File: src/rtl/core/potmr_ram.sv
// ----------------------------------------------------------------------------
// potmr_ram
// Generic single-write, single-read RAM with registered read data.
// ----------------------------------------------------------------------------
module potmr_ram #(
   parameter int WIDTH = 8,
   parameter int DEPTH = 32,
   localparam int ADDR_W = $clog2(DEPTH)
) (
   input  logic              clock,
   input  logic              wr_en,
   input  logic [ADDR_W-1:0] wr_addr,
   input  logic [WIDTH-1:0]  wr_data,
   input  logic              rd_en,
   input  logic [ADDR_W-1:0] rd_addr,
   output logic [WIDTH-1:0]  rd_data
);

   logic [WIDTH-1:0] mem_ff [DEPTH];
   logic [WIDTH-1:0] rd_data_ff;

   always_ff @(posedge clock) begin
      if (wr_en) begin
         mem_ff[wr_addr] <= wr_data;
      end
      if (rd_en) begin
         rd_data_ff <= mem_ff[rd_addr];
      end
   end

   assign rd_data = rd_data_ff;

endmodule

File: config.mk
export PLATFORM = sky130hd
export DESIGN_NAME = potmr_ram
export DESIGN_NICKNAME = d
export VERILOG_FILES = /design/src/rtl/core/potmr_ram.sv
export SDC_FILE = /design/constraint.sdc
export NUM_CORES = 1
export LEC_CHECK = 0
export BUFFER_PORTS_ARGS = -buffer_cell sky130_fd_sc_hd__buf_4
export CAP_MARGIN = 20
export CORE_MARGIN = 1
export CORE_UTILIZATION = 45
export CTS_CLUSTER_SIZE = 10
export DETAILED_ROUTE_END_ITERATION = 7
export PLACE_DENSITY = 0.66
export SYNTH_ARGS = -nofsm -noshare
export SYNTH_HDL_FRONTEND = slang
export SYNTH_SLANG_ARGS = --single-unit
File: constraint.sdc
create_clock -name clock -period 2.65 [get_ports clock]
set_clock_uncertainty 0.05 [all_clocks]
set_input_delay 0.1325 -clock clock [delete_from_list [all_inputs] [get_ports clock]]
set_output_delay 0.1325 -clock clock [all_outputs]
set_load 0.02 [all_outputs]
### After elaboration in Yosys (flattened, before gate mapping)

Memory sizes are Yosys's and may differ from the RTL's. A register that Yosys moved wholly into a read port is not among the register bits.
Cells that the tools add are included.

* memories: 1
* bits in registers: 0
* word-level logic and storage cells: 3
* RAM bits: 256
* input port bits: 21
* output and inout port bits: 8

Memory list
* mem_ff: words 32, width 8, rd ports 1, clocked after memory_dff 1, write ports 1, RTL line 19 `logic [WIDTH-1:0] mem_ff [DEPTH];`

* multiplexer cells: 2

Operators by type and width (count)
* $mux 1: 2

### Logic depth before layout (Yosys ltp)

* depth after elaboration: 2
* gate-level depth with buffers: 5
* mapped depth without buffers: 3

### Worst setup path before layout

Ideal clock, no wire load.

* kind: input port to flip-flop
* start point: input rd_addr[2]
* end point: register rd_data_ff[0], in the netlist rd_data[0], read port of mem_ff, data pin
* slack: 526 ps
* required time: 2340 ps
* library setup time: 260 ps
* arrival time: 1814 ps
* cell stages on the path: 5
* buffers on the path: 2
* cell sequence: clkbuf_1 -> clkbuf_1 -> mux4_2 -> mux4_2 -> mux2_2

RTL lines
* start, declared: RTL line 15 `input logic [ADDR_W-1:0] rd_addr,`
* end, declared: RTL line 20 `logic [WIDTH-1:0] rd_data_ff;`

==> flow_summary.yaml <==
outcome:
  outcome: "finished, violations left"
  violations: "DRC"
worst_setup_path:
  crit_buf_inv: 0
  slowest_delay_ns: 0.54
  cp.arrival_ns: 2.23
  crit_top_cell: "mux4_2"
  cp-end-kind: "flip-flop"
  crit_slowest_cell: "mux4_2"
  cp_cell_sequence: "mux4_2 -> mux4_2 -> mux2_2"
  critPathRequiredTime_ns: 2.89
  path_delay_family: "multiplexers"
  critical_path_class: "reg -> reg"
  worstPathMaxFanout: 1
  critPathLaunchType: "flip-flop"
clock_tree:
  cts_htree_levels: 1
  cts-root-buf: "clkbuf_16"
  cts_resized: 0
  clkLatencyLatePin_ns: 0.54
  cts_made_buffers: 30
  cts_sinks: 264
  path_clk_slew_ns: 0.05
  clk_path_buf_depth: 3
  cts_tree: "yes"
synth:
  synthesis.nets: 438
  synth-seq-cells: 264
  synth_area_leaders: "edfxtp_1 78%, mux4_2 18%, nor2_1 1.2%, mux2_2 0.89%, buf_4 0.44%"
  yosys.area.top_type_share: 0.7823
  synth_area_leader_cell: "edfxtp_1"
  ys_seq_area_frac: 0.7823
  yosys_warnings: 0
  synth_cells: 417
  syn_area_um2: 10130
  synth.avg_cell_area_um2: 24.30
  synth_cell_types: 14
timing:
  finalSetupViolCount: 0
  setup_tns_ns: 0
  finalCritPeriodShare: 0.7544
  fmax_mhz: 500.2
  worst_pin_slew_ns: 0.8187
  drv_slew: 0
  maxSlewHeadroom: 0.4522
  hold_viol: 0
  min_period_ns: 1.999
  rsz0062_at_grt: "false"
die:
  row_count: 54
  die_x_um: 152.1
  die_h_um: 152.1
  io_pins: 29
  coreArea_um2: 21960
  die_area_um2: 23120
  start_util: 0.4615
routing:
  drc: 6
  vias: 4600
  vias_per_cell: 5.890
  drtAntennaViolNets: 0
  drt-pass1-iter-count: 7
  routed_wl_um: 20930
  drt_iter0_drc: 362
  post_drt_wl_per_cell_um: 26.80
final_layout:
  diodes: 0
  area_delta_synth_final_pct: 16.34
  layout.nets: 520
  final_core_util: 0.5369
  final_common_cell: "edfxtp_1"
  drive_gt1_frac: 0.3673
  final_area_um2: 11790
  mostFrequentLayoutCells: "264 x edfxtp_1, 80 x mux4_2, 57 x buf_4"
global_routing:
  grt_max_degree: 33
  grt_pass1_vias: 4829
  grt_pass1_wl_um: 31350
  overflow: 0
  antenna_found_initial: 0
  grt_usage: 0.1881
place:
  io_buffer_count: 28
  hpwl_um: 13190
  place_area_um2: 10890
  finalWeightedCongestion: 0.7574
pwr:
  peakVddDrop_v: 0.0004373
  p_leak_uw: 0.003740
  p_total_uw: 8727
  power_density_nw_per_um2: 740.3
worst_hold_path:
  hold_path.class: "in -> reg"
flow_run:
  cap_violations: 0
where the power goes:
| group | total, µW | switching [µW] | internal (µW) |
|---|---|---|---|
| sequential | 4680 | 16.6 | 4670 |
| combinational | 487 | 266 | 221 |
| clock | 3560 | 1420 | 2140 |
stage by stage:
step | hold slack [ns] | setup slack (ns) | cells
finish | 0.01054 | 0.6508 | 781
floorplan | 0.1814 | 0.5258 | 417
global placement | 0.3992 | 0.3351 | 738
detailed placement | 0.3942 | 0.3140 | 738
CTS | 0.009324 | 0.6417 | 781
global route | 0.001911 | 0.6109 | 781
synth_stat cells, drive strengths merged:
cell      n
edfxtp  264
mux4     80
nor2     33
buf      14
mux2      8
clkbuf    6
nand3b    5
or3b      3
nand3     2
nand2     1
or3       1
final timing paths:
check                           slack [ns]           end  cells past startpoint           from
worst max-delay path                  0.65    rd_data[2]                      3  mem_ff[21][2]
worst min-delay path                  0.01  mem_ff[5][1]                      1     wr_data[1]
worst max register to register        0.65    rd_data[2]                      3  mem_ff[21][2]
worst min register to register        0.94    rd_data[2]                      3  mem_ff[24][2]
area by class of cell:
| cell class | count | area [µm²] |
|---|---|---|
| Clock buffer | 33 | 783.3 |
| Clock inverter | 1 | 30.03 |
| Fill cell | 1606 | 10170 |
| Multi-Input combinational cell | 133 | 2100 |
| Sequential cell | 264 | 7928 |
| Tap cell | 280 | 350.3 |
| Timing Repair Buffer | 70 | 598.1 |
repair_timing:
action	CTS	global route
buffers inserted	0	0
hold buffers	9	0
setup endpoints to repair	0	0
hold endpoints to repair	171	0
cell families after synthesis:
| family | share of synthesized area |
|---|---|
| buffers and inverters | 0.01049 |
| flip-flops | 0.7823 |
| multiplexers | 0.1867 |
| AND/OR/NAND/NOR | 0.02050 |
sequential cells by signal (all words and copies together), names as in the netlist:
| signal | cells |
|---|---|
| rd_data | 8 |
| mem_ff | 256 |
layer usage:
layer  global-route usage  wire length (µm)
met1               0.2639              8652
met3              0.03879              1715
met5                    0                 0
met4              0.06706               664
met2               0.2956              9895
No activity file was read; power rests on OpenSTA's default activity.
