[src/rtl/core/potmr_pkg.sv]
// ----------------------------------------------------------------------------
// potmr_pkg
// Shared types and constants for the periodic / one-shot timer table.
// ----------------------------------------------------------------------------
package potmr_pkg;

   localparam int TABLE_DEPTH = 32;
   localparam int IDX_W       = $clog2(TABLE_DEPTH);
   localparam int CNT_W       = $clog2(TABLE_DEPTH + 1);

   localparam int TIME_W = 32;
   localparam int IVAL_W = 31;
   localparam int ID_W   = 16;

   localparam logic [1:0] CMD_TICK   = 2'd0;
   localparam logic [1:0] CMD_ADD    = 2'd1;
   localparam logic [1:0] CMD_REMOVE = 2'd2;

   localparam logic [1:0] STATUS_OK        = 2'd0;
   localparam logic [1:0] STATUS_FULL      = 2'd1;
   localparam logic [1:0] STATUS_NOT_FOUND = 2'd2;

   localparam logic KIND_PERIODIC = 1'b0;
   localparam logic KIND_ONESHOT  = 1'b1;

   localparam logic [ID_W-1:0] ID_FIRST = 16'd1;
   localparam logic [ID_W-1:0] ID_MAX   = 16'hFFFF;

   typedef struct packed {
      logic              kind;
      logic [IVAL_W-1:0] interval;
      logic [TIME_W-1:0] deadline;
      logic [TIME_W-1:0] fire_time;
      logic [ID_W-1:0]   id;
      logic              armed;
   } entry_type;

   localparam int ENTRY_W = $bits(entry_type);

   typedef struct packed {
      logic [TIME_W-1:0] diff;
      logic              ge;
      logic              eq;
   } alu_res_type;

endpackage

[src/rtl/core/potmr_alu.sv]
// ----------------------------------------------------------------------------
// potmr_alu
// Shared 32-bit subtract / compare unit: difference, a >= b, a == b.
// ----------------------------------------------------------------------------
module potmr_alu (
   input  logic [potmr_pkg::TIME_W-1:0] op_a,
   input  logic [potmr_pkg::TIME_W-1:0] op_b,
   output potmr_pkg::alu_res_type       res
);

   logic [potmr_pkg::TIME_W:0] sum;

   assign sum      = {1'b0, op_a} + {1'b0, ~op_b} + {{potmr_pkg::TIME_W{1'b0}}, 1'b1};
   assign res.diff = sum[potmr_pkg::TIME_W-1:0];
   assign res.ge   = sum[potmr_pkg::TIME_W];
   assign res.eq   = (sum[potmr_pkg::TIME_W-1:0] == '0);

endmodule

[config.mk]
export PLATFORM = sky130hd
export DESIGN_NAME = potmr_alu
export DESIGN_NICKNAME = d
export VERILOG_FILES = /design/src/rtl/core/potmr_pkg.sv /design/src/rtl/core/potmr_alu.sv
export SDC_FILE = /design/constraint.sdc
export NUM_CORES = 1
export LEC_CHECK = 0
export ABC_AREA = 1
export BUFFER_PORTS_ARGS = -buffer_cell sky130_fd_sc_hd__buf_2
export CAP_MARGIN = 20
export CORE_MARGIN = 3
export CORE_UTILIZATION = 50
export DETAILED_ROUTE_END_ITERATION = 10
export PLACE_DENSITY = 0.84
export SLEW_MARGIN = 20
export SYNTH_ARGS = -nofsm -noshare
export SYNTH_HDL_FRONTEND = slang
export SYNTH_SLANG_ARGS = --single-unit
[constraint.sdc]
create_clock -name vclk -period 3.6
set_input_delay 0.72 -clock vclk [all_inputs]
set_output_delay 0.72 -clock vclk [all_outputs]
set_load 0.05 [all_outputs]
**Word level (Yosys, flattened, before mapping)**

Cells that the tools add are included.

- Register bits: 0
- Input bits: 64
- Output and inout port bits: 34

- Add/sub/neg operators: 2
- Bitwise gates (word level): 1
- Reduce and logical (&&, ||, !) cells: 1

Operator list:

| kind | number |
|---|---|
| adder 32 x 32 -> 33 bit | 1 |
| adder 33 x 1 -> 33 bit (second input constant) | 1 |
| logical NOT 32 bit | 1 |
| inverter 32 bit | 1 |

**Logic depth before layout (Yosys ltp)**

Gate-level depths: netlist of the first run.

- Word-level depth: 4
- Mapped depth: 18

**Least setup slack after synthesis of the first run**

OpenSTA, ideal clock, no wires.

- Path type: input to output
- Start point: input op_a[0] in the netlist's numbering
- End point: output res[0] in the netlist's numbering
- Arrival time: 3.047 ns
- Required time: 2.880 ns
- Path slack: -0.167 ns
- Stages: 13
- Path buffers: 0
- Path through: inv_1 > ha_1 > fa_1 > inv_1 > nand3_1 > nand2_1 > nand2_1 > nand2_1 > a21oi_1 > xnor2_1 > nor2_1 > nand3_1 > nor2_2

RTL lines:

| what | line | source |
|---|---|---|
| start, declared | potmr_alu.sv:6 | `input logic [potmr_pkg::TIME_W-1:0] op_a,` |
| end, declared | potmr_alu.sv:8 | `output potmr_pkg::alu_res_type res` |

==> results of run 1 <==
==> what timing repair did <==
action                     CTS  global route
gates resized for setup      3            71
setup endpoints to repair    1             1
setup buffers                0             3
pin swaps                    0            15
==> final timing paths <==
check	from	end	slack, ns	cells past startpoint
max	op_b[0]	res[0]	0.07	17
min	op_b[0]	res[2]	1.90	4
==> placed cells by master (no fill, tap or decap), types with 4 or more instances in the layout <==
master                       n
sky130_fd_sc_hd__a21oi_1    16
sky130_fd_sc_hd__a21oi_2     8
sky130_fd_sc_hd__buf_2      96
sky130_fd_sc_hd__buf_4      12
sky130_fd_sc_hd__ha_1       13
sky130_fd_sc_hd__ha_2       14
sky130_fd_sc_hd__ha_4        5
sky130_fd_sc_hd__inv_1     149
sky130_fd_sc_hd__inv_2       7
sky130_fd_sc_hd__nand2_1   198
sky130_fd_sc_hd__nand2_2    33
sky130_fd_sc_hd__nand3_1    32
sky130_fd_sc_hd__nand3_2    11
sky130_fd_sc_hd__nand3b_1    4
sky130_fd_sc_hd__nand4_1     8
sky130_fd_sc_hd__nor2_1     38
sky130_fd_sc_hd__nor2_2     11
sky130_fd_sc_hd__nor2_4      5
sky130_fd_sc_hd__nor3_1      7
==> through the flow <==
stage,instance area [um^2],setup TNS (ns)
after floorplan,2823,0
after global placement,3463,-0.04269
after detailed placement,3463,-0.1132
after CTS,3475,0
after global routing,3750,-0.02144
final,3750,0
==> cell families (layout without fill, tap and decap cells) <==
logic type	count (synthesis)	after routing	share of synthesized area
adder cells (fa/ha/maj)	33	33	0.1499
AO/OA/AOI/OAI	34	34	0.06958
AND/OR/NAND/NOR	354	354	0.5486
XOR/XNOR	6	6	0.02141
buffers and inverters	157	266	0.2105
==> per-layer routing <==
layer | vias to the layer above | global-route usage | wire [um]
met3 | 19 | 0.01441 | 908
met2 | 202 | 0.4713 | 4412
li1 | 1970 | - | -
met1 | 1737 | 0.3682 | 3971
met5 | - | 0 | 0
met4 | 0 | 0.01689 | 121
==> area by class of cell <==
class              count  area [um^2]
repair buffers       110        596.8
fillers              513         1520
multi-input cells    427         2480
inverters            156        585.6
well taps             70        87.58
==> power by group <==
group / total, mW / switching (mW) / internal [mW]
clock: 0 / 0 / 0
sequential: 0 / 0 / 0
combinational: 0.923 / 0.643 / 0.280
total: 0.923 / 0.643 / 0.280
==> Flow_metrics.wiki, run 1 <==
{| class="wikitable"
! Metric !! Value
|-
| Cell Area, Synth || between 2000 and 3000 um^2
|-
| Startpoint kind of the worst setup timing path || primary input
|-
| Number of buffers inserted by hold repair at cts || 0
|-
| Ports placed on the boundary || a little under 100
|-
| DRT antenna net count || 0
|-
| Number of nets at the end of the flow || 792
|-
| Std cell rows || 26
|-
| Power, Total || ~0.9 mW
|-
| YS warnings || 0
|-
| Router iterations before antenna repair || 5
|-
| Mapped Avg Cell Area || 4.803 um^2
|-
| Signed area change from the synthesized netlist to the final layout || 33.68%
|-
| Pins Over Slew Limit || 0
|-
| Cell accounting for the most synthesized area || sky130_fd_sc_hd__nand2_1
|-
| Buf+Inv Stages, Crit Path || 3
|-
| Max-slew headroom || 0.7802
|-
| Final hold violation count || 0
|-
| Post-Route WL || about 9400 um
|-
| Die width || about 80 um
|-
| Critical-path cell with the highest stage delay || sky130_fd_sc_hd__fa_2
|-
| DP Wirelength || approximately 8000 um
|-
| Worst-Margin Slew || between 0.3 and 0.4 ns
|-
| Initial antenna violation count || 0
|-
| Synth Net Count || about 700
|-
| Worst slack, placed || -0.1132 ns
|-
| Leading post-synthesis cells by instance count || sky130_fd_sc_hd__nand2_1 (217), sky130_fd_sc_hd__inv_1 (152), sky130_fd_sc_hd__nor2_1 (47), sky130_fd_sc_hd__nand3_1 (39), sky130_fd_sc_hd__ha_1 (32)
|-
| Avg Vias per Cell || 5.148
|-
| Number of endpoints failing setup at the final stage || 0
|-
| Critical Path Fanout Max || 3
|-
| Required time at the worst-slack endpoint || 2.88 ns
|-
| Share of the synthesized area in the top cell type || 0.2904
|-
| Outcome || finished clean
|-
| Diode count || 0
|-
| Total power divided by cell area || around 250 nW/um^2
|-
| Seq/Total Area, Yosys || 0
|-
| Leftover overflow at the end of global routing || 0
|-
| Core Box Area || roughly 5300 um^2
|-
| Dominant cells by area after synthesis || sky130_fd_sc_hd__nand2_1 (29%), sky130_fd_sc_hd__inv_1 (20%), sky130_fd_sc_hd__ha_1 (14%)
|-
| Number of clock buffer instances in the layout || 0
|-
| Share of the core filled with cells || 0.7115
|-
| Via total after detailed routing || roughly 3900
|-
| Final worst setup slack || roughly 0.074 ns
|-
| Detailed-route DRC error count || 0
|-
| Seq_cells || 0
|-
| Gate family responsible for the most delay along the worst path || simple AND/OR/NAND/NOR gates
|-
| Number of global-route vias before repair || 3435
|-
| Die span in y || a little over 80 um
|-
| Effective utilization at floorplan || 0.5323
|-
| Worst EP arrival || approximately 2.8 ns
|-
| Pin count of the biggest net entering global routing || 9
|-
| Number of non-filler instances in the completed layout || around 760
|-
| Placed cell count || 760
|-
| Max-cap violations || 0
|-
| Count of input and output buffers || slightly below 100
|-
| Minimum clock period after layout || between 3 and 4 ns
|-
| Final routed wire length divided by cell count || approximately 12 um
|-
| Initial DRC count || 360
|-
| Wire length of the first global-routing pass || ~14000 um
|-
| Highest ir drop seen on vdd || between 0.00015 and 0.0002 V
|-
| Library cells used by synthesis || 29
|-
| Critical path start-end classification || primary input to output pin
|-
| Mapped Cells || between 500 and 600
|-
| Final hold slack || around 1.9 ns
|-
| Hold crit path type || primary input to output pin
|-
| Fraction of layout cells with a size suffix above 1 || 0.3059
|-
| Slowest cell delay on critical path || about 0.37 ns
|-
| Die area || ~6500 um^2
|-
| Cell chain of the critical path || buf_2, ha_4, fa_2, inv_2, nand3_2, nand2_2, nand2_2, nand3_2, nand2_2, nor2_2, nand3_2, nor2_2, nand3_2, nor2_4, nand2_2, nor2_4, buf_8
|-
| FMAX || between 0.2 and 0.3 GHz
|-
| Portion of the clock cycle consumed by the worst path in the final layout || 0.9794
|-
| GP Congestion || approximately 1.0
|-
| Crit path capture type || output pin
|-
| Most numerous cell in the Yosys netlist || sky130_fd_sc_hd__nand2_1
|-
| Overall fraction of global-route tracks in use || 0.2657
|-
| Leakage power total || ~2.4 nW
|-
| Register cell area after layout || 0 um^2
|}
Power figures use the tool's default switching activity.
==> run 2: changes to the inputs <==
BUFFER_PORTS_ARGS = not set   (was -buffer_cell sky130_fd_sc_hd__buf_2)
DONT_BUFFER_PORTS = 1   (was not set)
PLACE_DENSITY = 0.69   (was 0.84)
==> Flow_metrics.wiki, run 2 (synthesis results as in run 1) <==
{| class="wikitable"
! Metric !! Value
|-
| Max-slew headroom || 0.7047
|-
| Leakage power total || about 2.1 nW
|-
| Diode count || 0
|-
| Worst-Margin Slew || 0.4424 ns
|-
| Die area || 6545 um^2
|-
| Required time at the worst-slack endpoint || between 2 and 3 ns
|-
| Final non-filler cell area || around 3200 um^2
|-
| Post-Route WL || a little under 9000 um
|-
| Minimum clock period after layout || 3.477 ns
|-
| Relative contribution of the clock network to total power || 0
|-
| Filler instances || 590
|-
| Seq_cells || 0
|-
| Switching Power || just over 0.6 mW
|-
| Critical-path cell with the highest stage delay || sky130_fd_sc_hd__ha_1
|-
| Share of total power consumed by net switching || 0.7329
|-
| Register cell area after layout || 0 um^2
|-
| Placed cell count || roughly 670
|-
| Worst EP arrival || 2.76 ns
|-
| Cell with the most instances on the worst path || sky130_fd_sc_hd__nand2_1
|-
| Part of the power in combinational logic || 1.000
|-
| Number of nets at the end of the flow || between 700 and 800
|-
| Die width || just over 80 um
|-
| Number of non-filler instances in the completed layout || between 600 and 700
|-
| Gate family responsible for the most delay along the worst path || simple AND/OR/NAND/NOR gates
|-
| Detailed-route DRC error count || 0
|-
| Count of input and output buffers || 0
|-
| Hold crit path type || primary input to output pin
|-
| Core Box Area || about 5300 um^2
|-
| Std cell rows || 26
|-
| Leftover overflow at the end of global routing || 0
|-
| Fraction of layout cells with a size suffix above 1 || 0.1526
|-
| DP Wirelength || approximately 7900 um
|-
| Wire length of the first global-routing pass || between 10000 and 15000 um
|-
| Pins Over Slew Limit || 0
|-
| Crit path capture type || output pin
|-
| Final hold slack || 1.766 ns
|-
| Placed instance area || between 3000 and 4000 um^2
|-
| Ports placed on the boundary || ~100
|-
| Slowest cell delay on critical path || about 0.35 ns
|-
| Number of clock buffer instances in the layout || 0
|-
| Number of buffers inserted by hold repair at cts || 0
|-
| Commonest non-fill, non-tap cell in the layout || sky130_fd_sc_hd__nand2_1
|-
| GP Congestion || roughly 0.96
|-
| Seq pwr share || 0
|-
| Startpoint kind of the worst setup timing path || primary input
|-
| Avg Vias per Cell || slightly above 5
|-
| Outcome || finished clean
|-
| Final routed wire length divided by cell count || approximately 13 um
|-
| Cell chain of the critical path || inv_1, ha_1, nand2_2, inv_1, nand2_1, nand2_1, a21oi_1, nand2_2, nand2_1, nand3_1, nand2_1, nand3_1, nor2_1, nand2_1, nor2_4, buf_12
|-
| Leading cell types in the layout, fill and taps excluded || sky130_fd_sc_hd__nand2_1 (208), sky130_fd_sc_hd__inv_1 (151), sky130_fd_sc_hd__nor2_1 (40), sky130_fd_sc_hd__nand3_1 (36), sky130_fd_sc_hd__nand2_2 (23)
|-
| FMAX || 0.2876 GHz
|-
| Initial DRC count || 197
|-
| Router iterations before antenna repair || 6
|-
| DRT antenna net count || 0
|-
| Via total after detailed routing || between 3000 and 4000
|-
| Internal power component || around 0.22 mW
|-
| Portion of the clock cycle consumed by the worst path in the final layout || 0.9657
|-
| Number of endpoints failing setup at the final stage || 0
|-
| Final hold violation count || 0
|-
| Overall fraction of global-route tracks in use || 0.2644
|-
| Signed area change from the synthesized netlist to the final layout || 13.11%
|-
| Buf+Inv Stages, Crit Path || 3
|-
| Die span in y || between 80 and 90 um
|-
| Pin count of the biggest net entering global routing || 9
|-
| Number of global-route vias before repair || 2900
|-
| Total power divided by cell area || roughly 260 nW/um^2
|-
| Effective utilization at floorplan || 0.5323
|-
| Initial antenna violation count || 0
|-
| Highest ir drop seen on vdd || between 0.0001 and 0.00015 V
|-
| Critical path start-end classification || primary input to output pin
|-
| Max-cap violations || 0
|-
| Critical Path Fanout Max || 5
|}
## run 2: power groups by stage
stage	clock network, mW	registers, mW	logic, mW
global placement	0	0	0.794
floorplan	0	0	0.625
global route	0	0	0.896
finish	0	0	0.829
detailed placement	0	0	0.796
CTS	0	0	0.799
## run 2: area by class of cell
class,instances,area (um^2),area share
Inverter,156,585.6,0.1845
Timing Repair Buffer,20,162.7,0.05126
Tap cell,70,87.58,0.02760
Multi-Input combinational cell,427,2337,0.7366
## run 2: final timing paths
kind              startpoint     end  slack (ns)  depth (start not counted)
setup / recovery    op_b[12]  res[0]        0.12                         16
hold / removal       op_b[0]  res[2]        1.77                          2
## run 2: through the flow
step	worst slack, ns	TNS, ns	total power, mW	utilization
after floorplan	0.01977	0	0.6246	-
after global placement	0.01157	0	0.7941	0.5821
after detailed placement	0.02907	0	0.7958	0.5821
after CTS	0.01768	0	0.7988	0.5821
after global routing	-0.02299	-0.02299	0.8962	0.6021
final	0.1234	0	0.8287	0.6021
## run 2: routing by layer
layer | up-vias | share of wire | track usage
met4 | 0 | 0.0010 | 0.003378
li1 | 1791 | - | -
met3 | 2 | 0.064 | 0.01552
met5 | - | 0 | 0
met2 | 136 | 0.42 | 0.4138
met1 | 1490 | 0.52 | 0.4153
## run 2: what timing repair did
| item | 4_1_cts | 5_1_grt |
|---|---|---|
| endpoints found under the setup margin | 0 | 1 |
| gates resized for setup | 0 | 36 |
| setup buffers | 0 | 0 |
==> run 3: changes to the inputs <==
PLACE_DENSITY = 0.71   (was 0.69)
==> Flow_metrics.wiki, run 3 (synthesis results as in run 1) <==
{| class="wikitable"
! Metric !! Value
|-
| Ports placed on the boundary || around 100
|-
| Switching Power || ~0.59 mW
|-
| Number of endpoints failing setup at the final stage || 0
|-
| Avg Vias per Cell || 5.064
|-
| Relative contribution of the clock network to total power || 0
|-
| Cell chain of the critical path || inv_1, ha_2, fa_2, inv_2, nand3_1, nand2_2, nand2_1, nand2_1, nand3_1, nand3_1, xor2_2, nor2_1, nand3_1, nor2_4, buf_12
|-
| Cell with the most instances on the worst path || sky130_fd_sc_hd__nand3_1
|-
| Highest ir drop seen on vdd || 0.0001381 V
|-
| Total power divided by cell area || between 200 and 300 nW/um^2
|-
| Leftover overflow at the end of global routing || 0
|-
| GP Congestion || a little over 0.9
|-
| Buf+Inv Stages, Crit Path || 3
|-
| Wire length of the first global-routing pass || 13570 um
|-
| Seq pwr share || 0
|-
| Register cell area after layout || 0 um^2
|-
| Die area || between 6000 and 7000 um^2
|-
| Hold crit path type || primary input to output pin
|-
| Final routed wire length divided by cell count || ~13 um
|-
| Portion of the clock cycle consumed by the worst path in the final layout || 0.9632
|-
| FMAX || just under 0.3 GHz
|-
| Area of the multi-input gates || 2261 um^2
|-
| Die span in y || between 80 and 90 um
|-
| Std cell rows || 26
|-
| Post-Route WL || ~8700 um
|-
| Pins Over Slew Limit || 0
|-
| Share of the core filled with cells || 0.5890
|-
| Router iterations before antenna repair || 4
|-
| Number of clock buffer instances in the layout || 0
|-
| Signed area change from the synthesized netlist to the final layout || 10.66%
|-
| Required time at the worst-slack endpoint || 2.88 ns
|-
| Pin count of the biggest net entering global routing || 9
|-
| Seq_cells || 0
|-
| Gate family responsible for the most delay along the worst path || simple AND/OR/NAND/NOR gates
|-
| Crit path capture type || output pin
|-
| Worst slack, placed || -0.03189 ns
|-
| Critical-path cell with the highest stage delay || sky130_fd_sc_hd__fa_2
|-
| Detailed-route DRC error count || 0
|-
| Max-cap violations || 0
|-
| Diode count || 0
|-
| Leading cell types in the layout, fill and taps excluded || sky130_fd_sc_hd__nand2_1 (213), sky130_fd_sc_hd__inv_1 (151), sky130_fd_sc_hd__nor2_1 (47), sky130_fd_sc_hd__nand3_1 (36), sky130_fd_sc_hd__ha_1 (31)
|-
| RSZ-0062 raised after global routing || false
|-
| Internal power component || around 0.21 mW
|-
| Worst EP arrival || approximately 2.8 ns
|-
| DP Wirelength || a little under 8000 um
|-
| Initial DRC count || ~220
|-
| Placed instance area || 3068 um^2
|-
| Final worst setup slack || between 0.1 and 0.15 ns
|-
| Count of input and output buffers || 0
|-
| Minimum clock period after layout || between 3 and 4 ns
|-
| Share of total power consumed by net switching || 0.7378
|-
| Final hold violation count || 0
|-
| Via total after detailed routing || about 3400
|-
| Critical Path Fanout Max || 3
|-
| Outcome || finished clean
|-
| Filler instances || between 600 and 700
|-
| Final non-filler cell area || between 3000 and 4000 um^2
|-
| Effective utilization at floorplan || 0.5323
|-
| Commonest non-fill, non-tap cell in the layout || sky130_fd_sc_hd__nand2_1
|-
| Initial antenna violation count || 0
|-
| Leakage power total || about 2.1 nW
|-
| Part of the power in combinational logic || 1.000
|-
| Worst-Margin Slew || ~0.45 ns
|-
| Number of global-route vias before repair || slightly below 3000
|-
| Number of nets at the end of the flow || 703
|-
| Final hold slack || approximately 1.8 ns
|-
| Core Box Area || 5270 um^2
|-
| Die width || ~81 um
|-
| Overall fraction of global-route tracks in use || 0.2585
|-
| Fraction of layout cells with a size suffix above 1 || 0.1126
|-
| Critical path start-end classification || primary input to output pin
|-
| Slowest cell delay on critical path || about 0.38 ns
|-
| Startpoint kind of the worst setup timing path || primary input
|-
| DRT antenna net count || 0
|-
| Max-slew headroom || 0.7010
|}
run 3: cell types whose count changed in the layout (fill, tap and decap cells not counted), sizes merged:
cell	delta
buf	+1
run 3: cell type report:
| cell class | count | share of cell area |
|---|---|---|
| Inverter | 156 | 0.1886 |
| Multi-Input combinational cell | 427 | 0.7283 |
| Tap cell | 70 | 0.02821 |
| Timing Repair Buffer | 21 | 0.05482 |
run 3: timing repair:
| item | CTS | global route |
|---|---|---|
| hold buffers | 0 | 0 |
| pin swaps | 0 | 3 |
| resized for setup | 2 | 7 |
| endpoints found under the setup margin | 1 | 1 |
| setup buffers | 0 | 1 |
run 3: stage by stage:
step / std cells / power [mW] / setup TNS (ns)
5_1_grt: 674 / 0.8756 / 0
3_5_place_dp: 673 / 0.7914 / -0.03189
3_3_place_gp: 673 / 0.7874 / 0
4_1_cts: 673 / 0.7951 / 0
2_1_floorplan: 584 / 0.6246 / 0
6_report: 674 / 0.8058 / 0
run 3: power by group through the flow:
stage	Sequential, mW	Clock (mW)	Combinational [mW]
2_1_floorplan	0	0	0.625
3_3_place_gp	0	0	0.787
3_5_place_dp	0	0	0.791
4_1_cts	0	0	0.795
5_1_grt	0	0	0.876
6_report	0	0	0.806
run 3: routing by layer:
metal	GRT usage	share of wire	wire length (um)
met3	0.007761	0.067	580
met2	0.4187	0.43	3747
met5	0	0	0
met4	0	0	0
met1	0.4001	0.50	4389
run 3: path summary, 6_finish.rpt:
kind	from	endpoint	slack [ns]	cells past startpoint
worst max-delay path	op_a[0]	res[0]	0.13	15
worst min-delay path	op_b[0]	res[2]	1.77	2
